**config.mk**
```make
export PLATFORM = sky130hd
export DESIGN_NAME = scu_fifo
export DESIGN_NICKNAME = d
export VERILOG_FILES = /design/src/hw/rtl/scu_pkg.sv /design/src/hw/rtl/scu_fifo.sv
export SDC_FILE = /design/constraint.sdc
export NUM_CORES = 1
export LEC_CHECK = 0
export ABC_CLOCK_PERIOD_IN_PS = 8550
export BUFFER_PORTS_ARGS = -buffer_cell sky130_fd_sc_hd__buf_4
export CORE_ASPECT_RATIO = 1.75
export CORE_MARGIN = 8
export CORE_UTILIZATION = 30
export CTS_BUF_LIST = sky130_fd_sc_hd__clkbuf_4
export CTS_CLUSTER_DIAMETER = 40
export DETAILED_ROUTE_END_ITERATION = 10
export GPL_TIMING_DRIVEN = 1
export PLACE_DENSITY = 0.62
export SLEW_MARGIN = 10
export SYNTH_ARGS = -nofsm -noshare
export SYNTH_HDL_FRONTEND = slang
export SYNTH_SLANG_ARGS = --single-unit
```
**constraint.sdc**
```tcl
create_clock -name clk -period 8.55 [get_ports clk]
set_clock_uncertainty 0.05 [all_clocks]
set_input_delay 0.855 -clock clk [delete_from_list [all_inputs] [get_ports clk]]
set_output_delay 0.855 -clock clk [all_outputs]
set_load 0.005 [all_outputs]
```
**src/hw/rtl/scu_pkg.sv**
```systemverilog
`default_nettype none

package scu_pkg;

	localparam int BLOCK_WORDS = 112;
	localparam int NUM_CH      = 1728;
	localparam int CH_W        = 11;
	localparam int VAL_W       = 40;
	localparam int CNT_W       = 6;
	localparam int PW_W        = 8;
	localparam int BLK_W       = 6;
	localparam int HDR_WORDS   = 38;
	localparam logic [15:0] SECOND_HALF_MODE = 16'd322;

	// result status codes
	localparam logic [1:0] ST_DATA      = 2'd0;
	localparam logic [1:0] ST_BAD_MODE  = 2'd1;
	localparam logic [1:0] ST_BAD_HALF  = 2'd2;
	localparam logic [1:0] ST_EXHAUSTED = 2'd3;

	// internal mode codes
	localparam logic [2:0] M_NONE = 3'd0;
	localparam logic [2:0] M_111  = 3'd1;
	localparam logic [2:0] M_211  = 3'd2;
	localparam logic [2:0] M_312  = 3'd3;
	localparam logic [2:0] M_411  = 3'd4;
	localparam logic [2:0] M_511  = 3'd5;
	localparam logic [2:0] M_611  = 3'd6;
	localparam logic [2:0] M_711  = 3'd7;

	// one work packet from the front end to the emitter
	typedef struct packed {
		logic              err;
		logic [1:0]        status;
		logic [CH_W-1:0]   start;
		logic [CNT_W-1:0]  cnt;
		logic [VAL_W-1:0]  value;
	} job_t;

	typedef logic [15:0] ln_tab_t [11];
	localparam ln_tab_t LN_THRESH = '{16'd3, 16'd8, 16'd21, 16'd55, 16'd149, 16'd404,
		16'd1097, 16'd2981, 16'd8104, 16'd22027, 16'd59875};

	function automatic logic [2:0] decode_mode(input logic [15:0] w);
		logic [2:0] m;
		case (w)
			16'd111: m = M_111;
			16'd211: m = M_211;
			16'd312: m = M_312;
			16'd411: m = M_411;
			16'd511: m = M_511;
			16'd611: m = M_611;
			16'd711: m = M_711;
			default: m = M_NONE;
		endcase
		return m;
	endfunction

	function automatic logic [3:0] shift_of(input logic [15:0] r);
		logic [3:0] s;
		s = 4'd1;
		for (int i = 0; i < 11; i++) begin
			if (r >= LN_THRESH[i]) s = s + 4'd1;
		end
		if (r == 16'd0) s = 4'd0;
		return s;
	endfunction

	function automatic logic [3:0] band_of(input logic [15:0] w);
		logic [3:0] n;
		n = 4'd8;
		for (int i = 7; i >= 0; i--) begin
			if (w[3+i]) n = 4'(i);
		end
		return n;
	endfunction

	function automatic logic [BLK_W:0] blocks_of(input logic [2:0] m);
		logic [BLK_W:0] n;
		case (m)
			M_111:   n = 7'd16;
			M_211:   n = 7'd16;
			M_312:   n = 7'd32;
			M_411:   n = 7'd8;
			M_511:   n = 7'd3;
			M_611:   n = 7'd5;
			M_711:   n = 7'd5;
			default: n = 7'd1;
		endcase
		return n;
	endfunction

	function automatic logic [PW_W-1:0] data_start(input logic [2:0] m,
		input logic [BLK_W-1:0] b);
		logic [PW_W-1:0] s;
		case (m)
			M_NONE:       s = PW_W'(HDR_WORDS);
			M_111, M_211: s = (b == '0) ? PW_W'(HDR_WORDS + 14) : '0;
			M_312: begin
				if (b == '0) s = PW_W'(HDR_WORDS + 28);
				else if (b[3:0] == 4'd0) s = PW_W'(HDR_WORDS);
				else s = '0;
			end
			default:      s = (b == '0) ? PW_W'(HDR_WORDS + 4) : '0;
		endcase
		return s;
	endfunction

endpackage

`default_nettype wire

```
**src/hw/rtl/scu_fifo.sv**
```systemverilog
`default_nettype none

module scu_fifo (
	input  wire logic           clk,
	input  wire logic           arst_n,
	input  wire logic           push,
	input  wire scu_pkg::job_t  push_job,
	input  wire logic           pop,
	output scu_pkg::job_t       head,
	output logic                empty,
	output logic                full
);

	scu_pkg::job_t mem_q [2];
	logic          wp_q, rp_q;
	logic [1:0]    cnt_q;

	assign empty = (cnt_q == 2'd0);
	assign full  = (cnt_q == 2'd2);
	assign head  = mem_q[rp_q];

	// advance pointers and count
	always_ff @(posedge clk or negedge arst_n) begin
		if (!arst_n) begin
			wp_q  <= 1'b0;
			rp_q  <= 1'b0;
			cnt_q <= 2'd0;
		end else begin
			if (push) wp_q <= !wp_q;
			if (pop) rp_q <= !rp_q;
			case ({push, pop})
				2'b10:   cnt_q <= cnt_q + 2'd1;
				2'b01:   cnt_q <= cnt_q - 2'd1;
				default: cnt_q <= cnt_q;
			endcase
		end
	end

	always_ff @(posedge clk) begin
		if (push) mem_q[wp_q] <= push_job;
	end

	a_no_overflow: assert property (@(posedge clk) disable iff (!arst_n)
		!(push && full))
		else $error("queue overflow");

	a_no_underflow: assert property (@(posedge clk) disable iff (!arst_n)
		!(pop && empty))
		else $error("queue underflow");

endmodule

`default_nettype wire

```
# ---- Yosys cells after proc, flatten, opt, wreduce, memory -nomap -nowiden
# Memory sizes are Yosys's and may differ from the RTL's.
# Index checks and enable logic that the tools add are counted.
dict set report op_classes {
  n_lt_le_gt_ge 0
  add_sub_neg 2
  bitwise_logic 0
  eq_ne 3
  reduce_logical 4
  div 0
  shifts 0
  n_mul 0
  muxes 3
}
# cell count
set op_table {}
lappend op_table {{$eq A2 B2 Y1 const B} 2}
lappend op_table {{$pmux W2 S2} 1}
lappend op_table {{$add A2 B1 Y2 const B} 1}
lappend op_table {{$eq A2 B1 Y1 const B} 1}
lappend op_table {{$logic_not A1 Y1} 2}
lappend op_table {{$logic_not A2 Y1} 1}
lappend op_table {{$mux W1} 2}
lappend op_table {{$reduce_bool A2 Y1} 1}
lappend op_table {{$sub A2 B1 Y2 const B} 1}
dict set report word_totals {
  elab_cells 16
  output_inout_bits 62
  latchBits 0
  ff_bits 4
  memories 1
  ramBits 120
  input_bits 64
  mem_bits_ro 0
}
# memory depth word_bits read_ports rd_clocked_by_memory_dff wr line
set mem_list {}
lappend mem_list {mem_q 2 60 1 0 1 scu_fifo.sv:14} ;# scu_pkg::job_t mem_q [2];

# ---- Logic depth before layout (Yosys ltp)
dict set report depth {
  ltp_word 2
  ltp_mapped 5
  depth_no_buf 5
}

# ---- Least setup slack after synthesis
# OpenSTA, ideal clock, no wires.
dict set report synth_timing {
  kind {input port to flip-flop}
  from {input port push}
  to {memory mem_q[0][0] (netlist name) (enable)}
  cell_stages 2
  arrival_ns 3.431
  setup_slack_ns 4.590
  n_path_buf 0
  setup_ns 0.480
  required_ns 8.020
  path_cell_list {inv_1 nor2_1}
}
dict set report synth_via {
  elab_chain_len 2
}
# item line
set synth_rtl {}
lappend synth_rtl {{from (decl)} scu_fifo.sv:6} ;# input wire logic push,
lappend synth_rtl {{$mux W1} scu_fifo.sv:40} ;# if (push) mem_q[wp_q] <= push_job;
lappend synth_rtl {{$mux W1 (not written as such)} scu_fifo.sv:40}
lappend synth_rtl {{to (decl)} scu_fifo.sv:14}
# No other way between the ends.

==> results_dict.tcl <==
set metrics [dict create \
    path_max_fanout 32 \
    gp_congestion 0.666 \
    clock-sinks 124 \
    mappedNetlistArea_um2 4820 \
    cts_resized 0 \
    yosysTopAreaCellShare_pct 74.8 \
    ir_worst_vdd_mv 0.158 \
    hold_class "reg -> reg" \
    pwr-share-seq_pct 45.8 \
    cts.path.max_buffers 2 \
    ant_nets 0 \
    h-tree-depth 4 \
    boundaryPins 126 \
    cp.arrival_ps 2440 \
    grt_usage_pct 9.97 \
    ys_warn_count 0 \
    synth-seq-cells 124 \
    p_comb_share_pct 31.8 \
    core_area_um2 15800 \
    syn_area_per_cell_um2 23.7 \
    status "completed" \
    route.vias.total 2325 \
    final-hold-violation-count 0 \
    io_buffers 125 \
    yosysTopAreaCell "edfxtp_1" \
    swShare_pct 27.4 \
    wl_mm 9.83 \
    yosysMostFrequentCell "edfxtp_1" \
    grt_pass1_vias 2613 \
    cp.required_ps 7650 \
    cts_setup_buffers 0 \
    synth_seq_area_share_pct 76.9 \
    crit_buf_inv 2 \
    p_sw_w 0.000525 \
    hp-start "cnt_q[1]" \
    fin_crit_ps 3350 \
    die_h_um 184 \
    grt_start_max_net_pins 61 \
    grt_pass1_wl_mm 14.8 \
    cp-start-kind "register" \
    slew_violations 0 \
    tns_ps 0 \
    num_rows 61 \
    cts_tree "yes" \
    drc_errors 0 \
    synth_nets 268 \
    path_clk_slew_ps 110 \
    cts_root_buf "clkbuf_4" \
    rsz0062_at_grt "no" \
    synth_ff_type "edfxtp_1" \
    worst_slew_pin_slew_ps 838 \
    dpl_cell_area_um2 5890 \
    fmax_mhz 299 \
    final_area_um2 6210 \
    wl_per_cell_um 18.0 \
    dr.pass1.iters 4 \
    synth_commonest_cells "edfxtp_1, mux2_4, buf_12, dfrtp_1" \
    via_per_inst 4.25 \
    end_kind "output port" \
    overflow 0 \
    slew_headroom_pct 44.1 \
    drive_above_1_share_pct 62.2 \
    p_int_w 0.00139 \
    synth_edf_count 120 \
    worstSetupPathType "reg -> out" \
    cp_top_family "flip-flops" \
    p_leak_nw 2.47 \
    die_area_um2 20500 \
    floorplan.initialDensity_pct 30.5 \
    max_cap_viol_count 0 \
    postCtsHoldBufs 1 \
    setup_viol 0 \
    die_w_um 112 \
    path_common_cell "buf_4" \
    syn2layout_area_growth_pct 29.0 \
    slowest_delay_ps 800 \
    clk_latency_ps 490 \
    place_inst 513 \
    drt_iter0_drc 85 \
    final_cell_count_no_fill 547 \
    path_cells "buf_4 -> mux2_4 -> buf_4" \
    power_density_nw_per_um2 309 \
    fin_nets 409 \
    power.share.clock_pct 22.3 \
    startpoint "rp_q" \
    crit_slowest_cell "dfrtp_4" \
    antenna_found_initial 2 \
    hpwl_mm 6.90 \
    r2r_start "wp_q" \
    synthArstFlopShare_pct 3.23 \
    synth_area_leaders "edfxtp_1, mux2_4, buf_12" \
    synth.distinct_cells 13 \
    period_share_pct 39.1 \
    cts_buffers 17 \
    synthCells 203 \
]
power groups by stage:
stage          clock (W)  combinational [W]  sequential (W)
2_1_floorplan          0           0.000434        0.000852
3_3_place_gp           0           0.000629        0.000891
3_5_place_dp           0           0.000633        0.000897
4_1_cts         0.000450           0.000634        0.000883
5_1_grt         0.000473           0.000661        0.000894
6_report        0.000429           0.000611        0.000879
registers in the layout, summed over array words and instances (netlist names):
register,cells
mem_q,120
cnt_q,2
rp_q,1
wp_q,1
layout make-up:
class / count / area [um^2]
repair buffers: 129 / 971
diodes: 1 / 2.50
flip-flops and latches: 124 / 3710
clock buffers: 18 / 135
clock inverters: 14 / 171
multi-input cells: 71 / 986
fillers: 1424 / 9590
inverters: 1 / 3.75
well taps: 189 / 236
kinds of logic (layout without fill, tap and decap cells):
| kind of cell | Yosys count | after routing | share of synthesized area (%) |
|---|---|---|---|
| flops | 124 | 124 | 76.9 |
| simple gates | 5 | 5 | 0.494 |
| other cells | 0 | 1 | 0 |
| fa+ha+maj | 1 | 1 | 0.260 |
| xor+xnor | 5 | 5 | 0.909 |
| buf+inv | 8 | 162 | 2.81 |
| mux | 60 | 60 | 18.6 |
final timing paths:
path	depth (start not counted)	to	slack [ps]
max reg2reg	2	mem_q[1][23]	6490
min	1	cnt_q[1]	450
max	3	head[21]	5200
max in group asynchronous	2	rp_q	7710
min reg2reg	1	cnt_q[1]	450
min in group asynchronous	2	cnt_q[0]	620
per-layer routing:
metal	vias to the layer above	global-route usage [%]	routed length (um)
met3	13	4.41	597
met1	1160	8.22	3160
met4	2	5.12	170
li1	1084	-	-
met5	-	0	10
met2	66	19.3	5890
cells in the final DEF (no fill, tap or decap), drive strengths merged:
cell type and instances:
and2 1, buf 128, bufinv 3, clkbuf 18, clkinv 4, clkinvlp 5
dfrtp 4, diode 1, dlygate4sd3 1, edfxtp 120, ha 1, inv 3
mux2 60, nor2 3, nor2b 1, xnor2 2, xor2 3
per-stage QoR:
stage | hold WS [ps] | power [W] | utilization [%] | setup slack [ps]
global route | 382 | 0.00203 | 39.3 | 5020
floorplan | 406 | 0.00129 | - | 4590
detailed placement | 440 | 0.00153 | 37.3 | 5670
finish | 448 | 0.00192 | 39.3 | 5200
global placement | 427 | 0.00152 | 37.3 | 5680
CTS | 394 | 0.00197 | 39.3 | 5060
Power figures use the tool's default switching activity.
