**config.mk**
```make
export PLATFORM = sky130hd
export DESIGN_NAME = scu_back_flat
export DESIGN_NICKNAME = d
export VERILOG_FILES = /design/src/hw/rtl/scu_pkg.sv /design/src/hw/rtl/scu_if.sv /design/src/hw/rtl/scu_back.sv /design/src/flat_wrapper.sv
export SDC_FILE = /design/constraint.sdc
export NUM_CORES = 1
export LEC_CHECK = 0
export BUFFER_PORTS_ARGS = -buffer_cell sky130_fd_sc_hd__buf_2
export CORE_UTILIZATION = 25
export CTS_BUF_LIST = sky130_fd_sc_hd__clkbuf_2
export CTS_CLUSTER_DIAMETER = 40
export CTS_CLUSTER_SIZE = 12
export DETAILED_ROUTE_END_ITERATION = 7
export PLACE_DENSITY = 0.44
export SLEW_MARGIN = 20
export SYNTH_ARGS = -nofsm -noshare
export SYNTH_HDL_FRONTEND = slang
export SYNTH_SLANG_ARGS = --single-unit
```
**constraint.sdc**
```tcl
create_clock -name clk -period 2.8 [get_ports clk]
set_input_delay 0.56 -clock clk [delete_from_list [all_inputs] [get_ports clk]]
set_output_delay 0.56 -clock clk [all_outputs]
set_load 0.05 [all_outputs]
```
**src/hw/rtl/scu_pkg.sv**
```systemverilog
`default_nettype none

package scu_pkg;

	localparam int BLOCK_WORDS = 112;
	localparam int NUM_CH      = 1728;
	localparam int CH_W        = 11;
	localparam int VAL_W       = 40;
	localparam int CNT_W       = 6;
	localparam int PW_W        = 8;
	localparam int BLK_W       = 6;
	localparam int HDR_WORDS   = 38;
	localparam logic [15:0] SECOND_HALF_MODE = 16'd322;

	// result status codes
	localparam logic [1:0] ST_DATA      = 2'd0;
	localparam logic [1:0] ST_BAD_MODE  = 2'd1;
	localparam logic [1:0] ST_BAD_HALF  = 2'd2;
	localparam logic [1:0] ST_EXHAUSTED = 2'd3;

	// internal mode codes
	localparam logic [2:0] M_NONE = 3'd0;
	localparam logic [2:0] M_111  = 3'd1;
	localparam logic [2:0] M_211  = 3'd2;
	localparam logic [2:0] M_312  = 3'd3;
	localparam logic [2:0] M_411  = 3'd4;
	localparam logic [2:0] M_511  = 3'd5;
	localparam logic [2:0] M_611  = 3'd6;
	localparam logic [2:0] M_711  = 3'd7;

	// one work packet from the front end to the emitter
	typedef struct packed {
		logic              err;
		logic [1:0]        status;
		logic [CH_W-1:0]   start;
		logic [CNT_W-1:0]  cnt;
		logic [VAL_W-1:0]  value;
	} job_t;

	typedef logic [15:0] ln_tab_t [11];
	localparam ln_tab_t LN_THRESH = '{16'd3, 16'd8, 16'd21, 16'd55, 16'd149, 16'd404,
		16'd1097, 16'd2981, 16'd8104, 16'd22027, 16'd59875};

	function automatic logic [2:0] decode_mode(input logic [15:0] w);
		logic [2:0] m;
		case (w)
			16'd111: m = M_111;
			16'd211: m = M_211;
			16'd312: m = M_312;
			16'd411: m = M_411;
			16'd511: m = M_511;
			16'd611: m = M_611;
			16'd711: m = M_711;
			default: m = M_NONE;
		endcase
		return m;
	endfunction

	function automatic logic [3:0] shift_of(input logic [15:0] r);
		logic [3:0] s;
		s = 4'd1;
		for (int i = 0; i < 11; i++) begin
			if (r >= LN_THRESH[i]) s = s + 4'd1;
		end
		if (r == 16'd0) s = 4'd0;
		return s;
	endfunction

	function automatic logic [3:0] band_of(input logic [15:0] w);
		logic [3:0] n;
		n = 4'd8;
		for (int i = 7; i >= 0; i--) begin
			if (w[3+i]) n = 4'(i);
		end
		return n;
	endfunction

	function automatic logic [BLK_W:0] blocks_of(input logic [2:0] m);
		logic [BLK_W:0] n;
		case (m)
			M_111:   n = 7'd16;
			M_211:   n = 7'd16;
			M_312:   n = 7'd32;
			M_411:   n = 7'd8;
			M_511:   n = 7'd3;
			M_611:   n = 7'd5;
			M_711:   n = 7'd5;
			default: n = 7'd1;
		endcase
		return n;
	endfunction

	function automatic logic [PW_W-1:0] data_start(input logic [2:0] m,
		input logic [BLK_W-1:0] b);
		logic [PW_W-1:0] s;
		case (m)
			M_NONE:       s = PW_W'(HDR_WORDS);
			M_111, M_211: s = (b == '0) ? PW_W'(HDR_WORDS + 14) : '0;
			M_312: begin
				if (b == '0) s = PW_W'(HDR_WORDS + 28);
				else if (b[3:0] == 4'd0) s = PW_W'(HDR_WORDS);
				else s = '0;
			end
			default:      s = (b == '0) ? PW_W'(HDR_WORDS + 4) : '0;
		endcase
		return s;
	endfunction

endpackage

`default_nettype wire

```
**src/hw/rtl/scu_if.sv**
```systemverilog
`default_nettype none


// result channel out of the unpacker
interface scu_out_if;
	logic                      valid;
	logic                      ready;
	logic [scu_pkg::CH_W-1:0]  channel_index;
	logic [scu_pkg::VAL_W-1:0] channel_value;
	logic [1:0]                status;
	logic                      last;

	modport source (output valid, channel_index, channel_value, status, last, input ready);
	modport sink (input valid, channel_index, channel_value, status, last, output ready);
endinterface

`default_nettype wire

```
**src/hw/rtl/scu_back.sv**
```systemverilog
`default_nettype none

module scu_back (
	input  wire logic           clk,
	input  wire logic           arst_n,
	input  wire scu_pkg::job_t  head,
	input  wire logic           empty,
	output logic                pop,
	scu_out_if.source           res
);

	logic [scu_pkg::CNT_W-1:0] idx_q;
	logic                      load;
	logic [scu_pkg::CH_W-1:0]  ch;

	assign load = !res.valid || res.ready;
	assign ch   = head.start + {5'd0, idx_q};
	assign pop  = load && !empty && (head.err || (idx_q + 6'd1 == head.cnt));

	// step through the copies of the head packet
	always_ff @(posedge clk or negedge arst_n) begin
		if (!arst_n) begin
			res.valid <= 1'b0;
			idx_q     <= '0;
		end else if (load) begin
			res.valid <= !empty;
			if (!empty) begin
				if (pop) idx_q <= '0;
				else idx_q <= idx_q + 6'd1;
			end
		end
	end

	always_ff @(posedge clk) begin
		if (load && !empty) begin
			if (head.err) begin
				res.channel_index <= '0;
				res.channel_value <= '0;
				res.status        <= head.status;
				res.last          <= 1'b1;
			end else begin
				res.channel_index <= ch;
				res.channel_value <= head.value;
				res.status        <= scu_pkg::ST_DATA;
				res.last          <= (ch == scu_pkg::CH_W'(scu_pkg::NUM_CH - 1));
			end
		end
	end

	a_error_shape: assert property (@(posedge clk) disable iff (!arst_n)
		(res.valid && res.status != scu_pkg::ST_DATA) |-> (res.last && res.channel_index == '0))
		else $error("malformed error word");

endmodule

`default_nettype wire

```
**src/flat_wrapper.sv**
```systemverilog
// flat-port wrapper written by rule: the top's interface ports become plain ports
module scu_back_flat 
  (clk, arst_n, head, empty, pop, res_valid, res_channel_index, res_channel_value, res_status, res_last, res_ready);
  scu_out_if res_i ();
  input  wire logic clk;
  input  wire logic arst_n;
  input  wire scu_pkg::job_t head;
  input  wire logic empty;
  output logic pop;
  output wire logic [$bits(res_i.valid)-1:0] res_valid;
  output wire logic [$bits(res_i.channel_index)-1:0] res_channel_index;
  output wire logic [$bits(res_i.channel_value)-1:0] res_channel_value;
  output wire logic [$bits(res_i.status)-1:0] res_status;
  output wire logic [$bits(res_i.last)-1:0] res_last;
  input wire logic [$bits(res_i.ready)-1:0] res_ready;
  assign res_valid = res_i.valid;
  assign res_channel_index = res_i.channel_index;
  assign res_channel_value = res_i.channel_value;
  assign res_status = res_i.status;
  assign res_last = res_i.last;
  assign res_i.ready = res_ready;
  scu_back u_core (.clk(clk), .arst_n(arst_n), .head(head), .empty(empty), .pop(pop), .res(res_i));
endmodule
```
# After elaboration in Yosys (flattened, before gate mapping)

Index checks and enable logic that the tools add are counted.

Flip-flop bits (word level): 61
Output and inout bits: 56
Logic and storage cells: 19
Input port bits: 64

Reduce and logical (&&, ||, !) cells: 7
Add/subtract/negate cells: 2
Equal/unequal tests: 2
Multiplexer cells: 1
Bitwise gates (word level): 1

Operators with widths:

| cell                                        | number |
|---|---|
| adder 11 x 6 -> 11 bit                      | 1 |
| == test 11 bit, second input constant       | 1 |
| adder 6 x 1 -> 6 bit, second input constant | 1 |
| == test 6 bit                               | 1 |
| 2-to-1 mux 6 bit                            | 1 |
| logical AND 1 bit                           | 2 |
| logical NOT 1 bit                           | 2 |
| logical OR 1 bit                            | 2 |
| AND reduction 2 bit                         | 1 |
| inverter 1 bit                              | 1 |

# Longest topological paths before layout

Word-level depth: 5
Depth in mapped cells: 9

# Least setup slack after synthesis

Ideal clock, no wire load.

Kind: register to output
Start point: register u_core.idx_q[0] (netlist bit)
End point: output port pop
Stages on the path, launching flop included: 8
Data arrival time: 2.082 ns
Path buffers: 0
Path slack: 0.158 ns
Path through: dfrtp_1 ha_1 nand3_1 xnor2_1 nor4_1 and3_4 nor2_1 nor2_1

Cells in the longest elaborated chain, start to end: 4

Ends and longest elaborated chain:

| element                | line              | text |
|---|---|---|
| from (decl)            | scu_back.sv:12    | `logic [scu_pkg::CNT_W-1:0] idx_q;` |
| from (signal assigned) | scu_back.sv:29    | `else idx_q <= idx_q + 6'd1;` |
| adder 6 x 1 -> 6 bit   | scu_back.sv:18    | `assign pop = load && !empty && (head.err \|\| (idx_q + 6'd1 == head.cnt));` |
| == test 6 bit          | scu_back.sv:18    |  |
| logical OR 1 bit       | scu_back.sv:18    |  |
| logical AND 1 bit      | scu_back.sv:18    |  |
| to (decl)              | flat_wrapper.sv:9 | `output logic pop;` |

No other way between the ends.

# Worst setup path after layout

Start point: register u_core.idx_q[2] (netlist bit)
End point: output port pop

Same word-level chain as after synthesis.

==> run_results.csv <==
group,metric,value,unit
sta,max_clock_freq,374.2,MHz
power_and_ir_drop,p_int,1.447,mW
outcome,result_of_the_run,"finished clean",
cts,htree_levels,3,
cts,clockBufferDepth,2,
die,dieArea,0.01188,mm2
sta,timing_hold_violations_final,0,
placed_design,dp_hpwl,4935,um
cts,cts-buffers-inserted,9,
critical_path,crit_path_max_fanout,6,
finish,final.fill_count,1156,
logic_synthesis,ys_flop_type,"sky130_fd_sc_hd__edfxtp_1",
die,ioPinCount,120,
critical_path,critPathArrivalTime,2.11,ns
cts,cts_tree,"done",
sta,max_slew.worst_pin.slew,0.6688,ns
sta,finalCritPeriodShare,0.9545,
critical_path,critical-path-slowest-cell,"sky130_fd_sc_hd__dfrtp_2",
power_and_ir_drop,p_switching,0.6946,mW
global_routing,grt_first_pass_wirelength,10340,um
route,routed_length_per_instance,13.43,um
route,postRouteWirelength,6741,um
placed_design,rd_place_congestion,0.7592,
critical_path,critical-path-top-cell-by-count,"sky130_fd_sc_hd__buf_6",
critical_path,critical_path_required_time,2.24,ns
critical_path,timing.rr.start,"u_core.idx_q[0]",
sta,worst_clock_skew,0.02932,ns
logic_synthesis,yosysTopAreaCellShare,0.5667,
route,drt.antenna.violating_nets,0,
cts,cts.root.buffer_cell,"sky130_fd_sc_hd__clkbuf_2",
logic_synthesis,syn_nets,292,
hold_path,hp-start,"empty",
global_routing,overflow,0,
power_and_ir_drop,netSwitchingFraction,0.3244,
critical_path,cp-end-kind,"primary output",
finish,sequential_cell_area,0.001802,mm2
placed_design,placement.setup.worst_slack,0.2342,ns
logic_synthesis,ys_top_cells_by_count,"sky130_fd_sc_hd__edfxtp_1, sky130_fd_sc_hd__nor2b_1, sky130_fd_sc_hd__nor2_1, sky130_fd_sc_hd__xnor2_1",
power_and_ir_drop,seq_power_share,0.506,
hold_path,min-delay-path-class,"input pin to register",
logic_synthesis,syn-cell-area,0.002861,mm2
logic_synthesis,synth_edf_count,54,
finish,num-nets-final,428,
cts,clkSinkCount,61,
logic_synthesis,synth.area.top_cells,"sky130_fd_sc_hd__edfxtp_1, sky130_fd_sc_hd__nor2b_1, sky130_fd_sc_hd__dfrtp_1",
critical_path,path_cells,"buf_6, nand3_4, xnor2_2, nor4_2, and3_4, nor2_2, nor2_1, buf_6",
route,route.detailed.drc,0,
sta,fin_ws,0.1274,ns
power_and_ir_drop,power.share.clock,0.250,
logic_synthesis,synth_largest_area_cell,"sky130_fd_sc_hd__edfxtp_1",
logic_synthesis,post_synth_num_cell_types,43,
job,maxCapViolations,0,
logic_synthesis,synth-seq-area-share,0.6279,
sta,grt_setup_unrepaired,"true",
power_and_ir_drop,p_leak,1.656,nW
die,initial_core_utilization,0.2605,
global_routing,grt_antenna_before_repair,1,
route,drt-pass1-iter-count,4,
logic_synthesis,synthMostInstantiatedCell,"sky130_fd_sc_hd__edfxtp_1",
global_routing,grt_start_max_net_pins,38,
logic_synthesis,ys_async_sr_fraction,0.1148,
route,dr_total_vias,2153,
sta,worst_rel_slew_slack,0.5535,
die,core_area,0.01098,mm2
logic_synthesis,synth_area_per_cell,13.01,um2
route,drt_iter0_drc,77,
sta,final_period_minus_worst_setup_slack,2.673,ns
power_and_ir_drop,p_per_area,545.2,mW/mm2
cts,clk-insertion-delay-late,0.47,ns
critical_path,timing.critical_path.max_delay_family,"simple AND/OR/NAND/NOR gates",
cts,worst_setup_hold_path_clk_slew,0.19,ns
logic_synthesis,number_of_warning_messages_in_the_yosys_log,0,
global_routing,grt_pass1_vias,2054,
critical_path,cp-startpoint,"u_core.idx_q[2]",
die,die_width,109.0,um
finish,layout-drive-gt1-share,0.4654,
finish,layout.core_utilization,0.3576,
critical_path,critical_path.max_stage_delay,0.50,ns
sta,setup_viol,0,
logic_synthesis,syn-instance-count,220,
finish,multi_input_area,0.001086,mm2
finish,syn_to_final_growth,37.25,%
sta,slew_violations,0,
power_and_ir_drop,comb_power_share,0.244,
die,fp-row-count,38,
die,floorplan.die.height,109.0,um
power_and_ir_drop,vdd_drop_max,0.2155,mV
critical_path,crit_type,"register to primary output",
global_routing,globalRouteTotalUtil,0.1171,
placed_design,io_buffers,119,
critical_path,timing.critical_path.buf_inv,2,
logic_synthesis,synth.ff_latch_count,61,
critical_path,critPathLaunchType,"register",
route,viasPerCell,4.289,
sequential cells by signal, indices dropped and copies added, names as in the netlist:
| signal | flops |
|---|---|
| u_core.res.channel_value | 40 |
| u_core.res.channel_index | 11 |
| u_core.res.last | 1 |
| u_core.res.status | 2 |
| u_core.idx_q | 6 |
| u_core.res.valid | 1 |
through the flow:
stage	total power [mW]	instance area (um2)	cells	hold slack (ns)	setup TNS [ns]
finish	2.141	3928	502	0.2237	0
global route	2.263	3928	502	0.1531	-0.06974
CTS	2.161	3847	497	0.1735	0
detailed placement	1.592	3655	477	0.4180	0
global placement	1.593	3655	477	0.4151	0
floorplan	1.445	2861	220	0.2644	0
power by group through the flow:
stage	sequential, mW	combinational (mW)	clock (mW)
floorplan	1.28	0.165	0
global placement	1.10	0.490	0
detailed placement	1.11	0.487	0
CTS	1.08	0.513	0.564
global route	1.09	0.570	0.604
finish	1.08	0.523	0.535
path summary, 6_finish.rpt:
path,end,slack [ns],depth (start not counted)
setup / recovery,pop,0.13,8
hold / removal,u_core.res.valid,0.22,2
setup reg to reg,u_core.res.last,0.29,10
hold reg to reg,u_core.res.valid,0.55,2
max in group asynchronous,u_core.idx_q[3],2.15,2
min in group asynchronous,u_core.res.valid,0.42,2
logic make-up after synthesis:
family | Yosys count | share of synthesized area
xor+xnor | 15 | 0.05116
fa+ha+maj | 8 | 0.03760
simple gates | 87 | 0.1780
buf+inv | 14 | 0.01880
mux | 1 | 0.003498
compound gates | 34 | 0.08308
flops | 61 | 0.6279
cells in the final DEF, fill, tap and decap left out, types with 6 or more instances in the layout:
cell                       netlist  routed
sky130_fd_sc_hd__buf_4           0       9
sky130_fd_sc_hd__nor2b_1        43      43
sky130_fd_sc_hd__clkbuf_2        0      10
sky130_fd_sc_hd__nor2_1         14      13
sky130_fd_sc_hd__edfxtp_1       54      54
sky130_fd_sc_hd__xnor2_1         9       6
sky130_fd_sc_hd__ha_1            7       6
sky130_fd_sc_hd__nand2_1         8       8
sky130_fd_sc_hd__inv_1           7       6
sky130_fd_sc_hd__buf_2           1     118
sky130_fd_sc_hd__a21oi_1         8       8
routing by layer:
layer / track usage / vias up / share of wire
met4: 0.04923 / 0 / 0.0096
met2: 0.1743 / 84 / 0.45
met3: 0.04423 / 7 / 0.086
met5: 0 / - / 0
met1: 0.1514 / 1000 / 0.45
li1: - / 1062 / -
layout make-up:
type                    count  share of cell area
well taps                 140             0.04460
repair buffers            132              0.1838
flip-flops and latches     61              0.4587
clock buffers              10             0.01274
multi-input cells         145              0.2765
diodes                      1           0.0006371
clock inverters             6             0.01625
inverters                   7            0.006690
timing repair:
action / 4_1_cts / 5_1_grt
setup endpoints to repair: 1 / 1
hold buffers: 1 / 0
pin swaps: 7 / 7
gates resized for setup: 10 / 9
buffers inserted: 3 / 4
endpoints found under the hold margin: 7 / 0
Note: power is estimated with default switching activity, not from simulation.
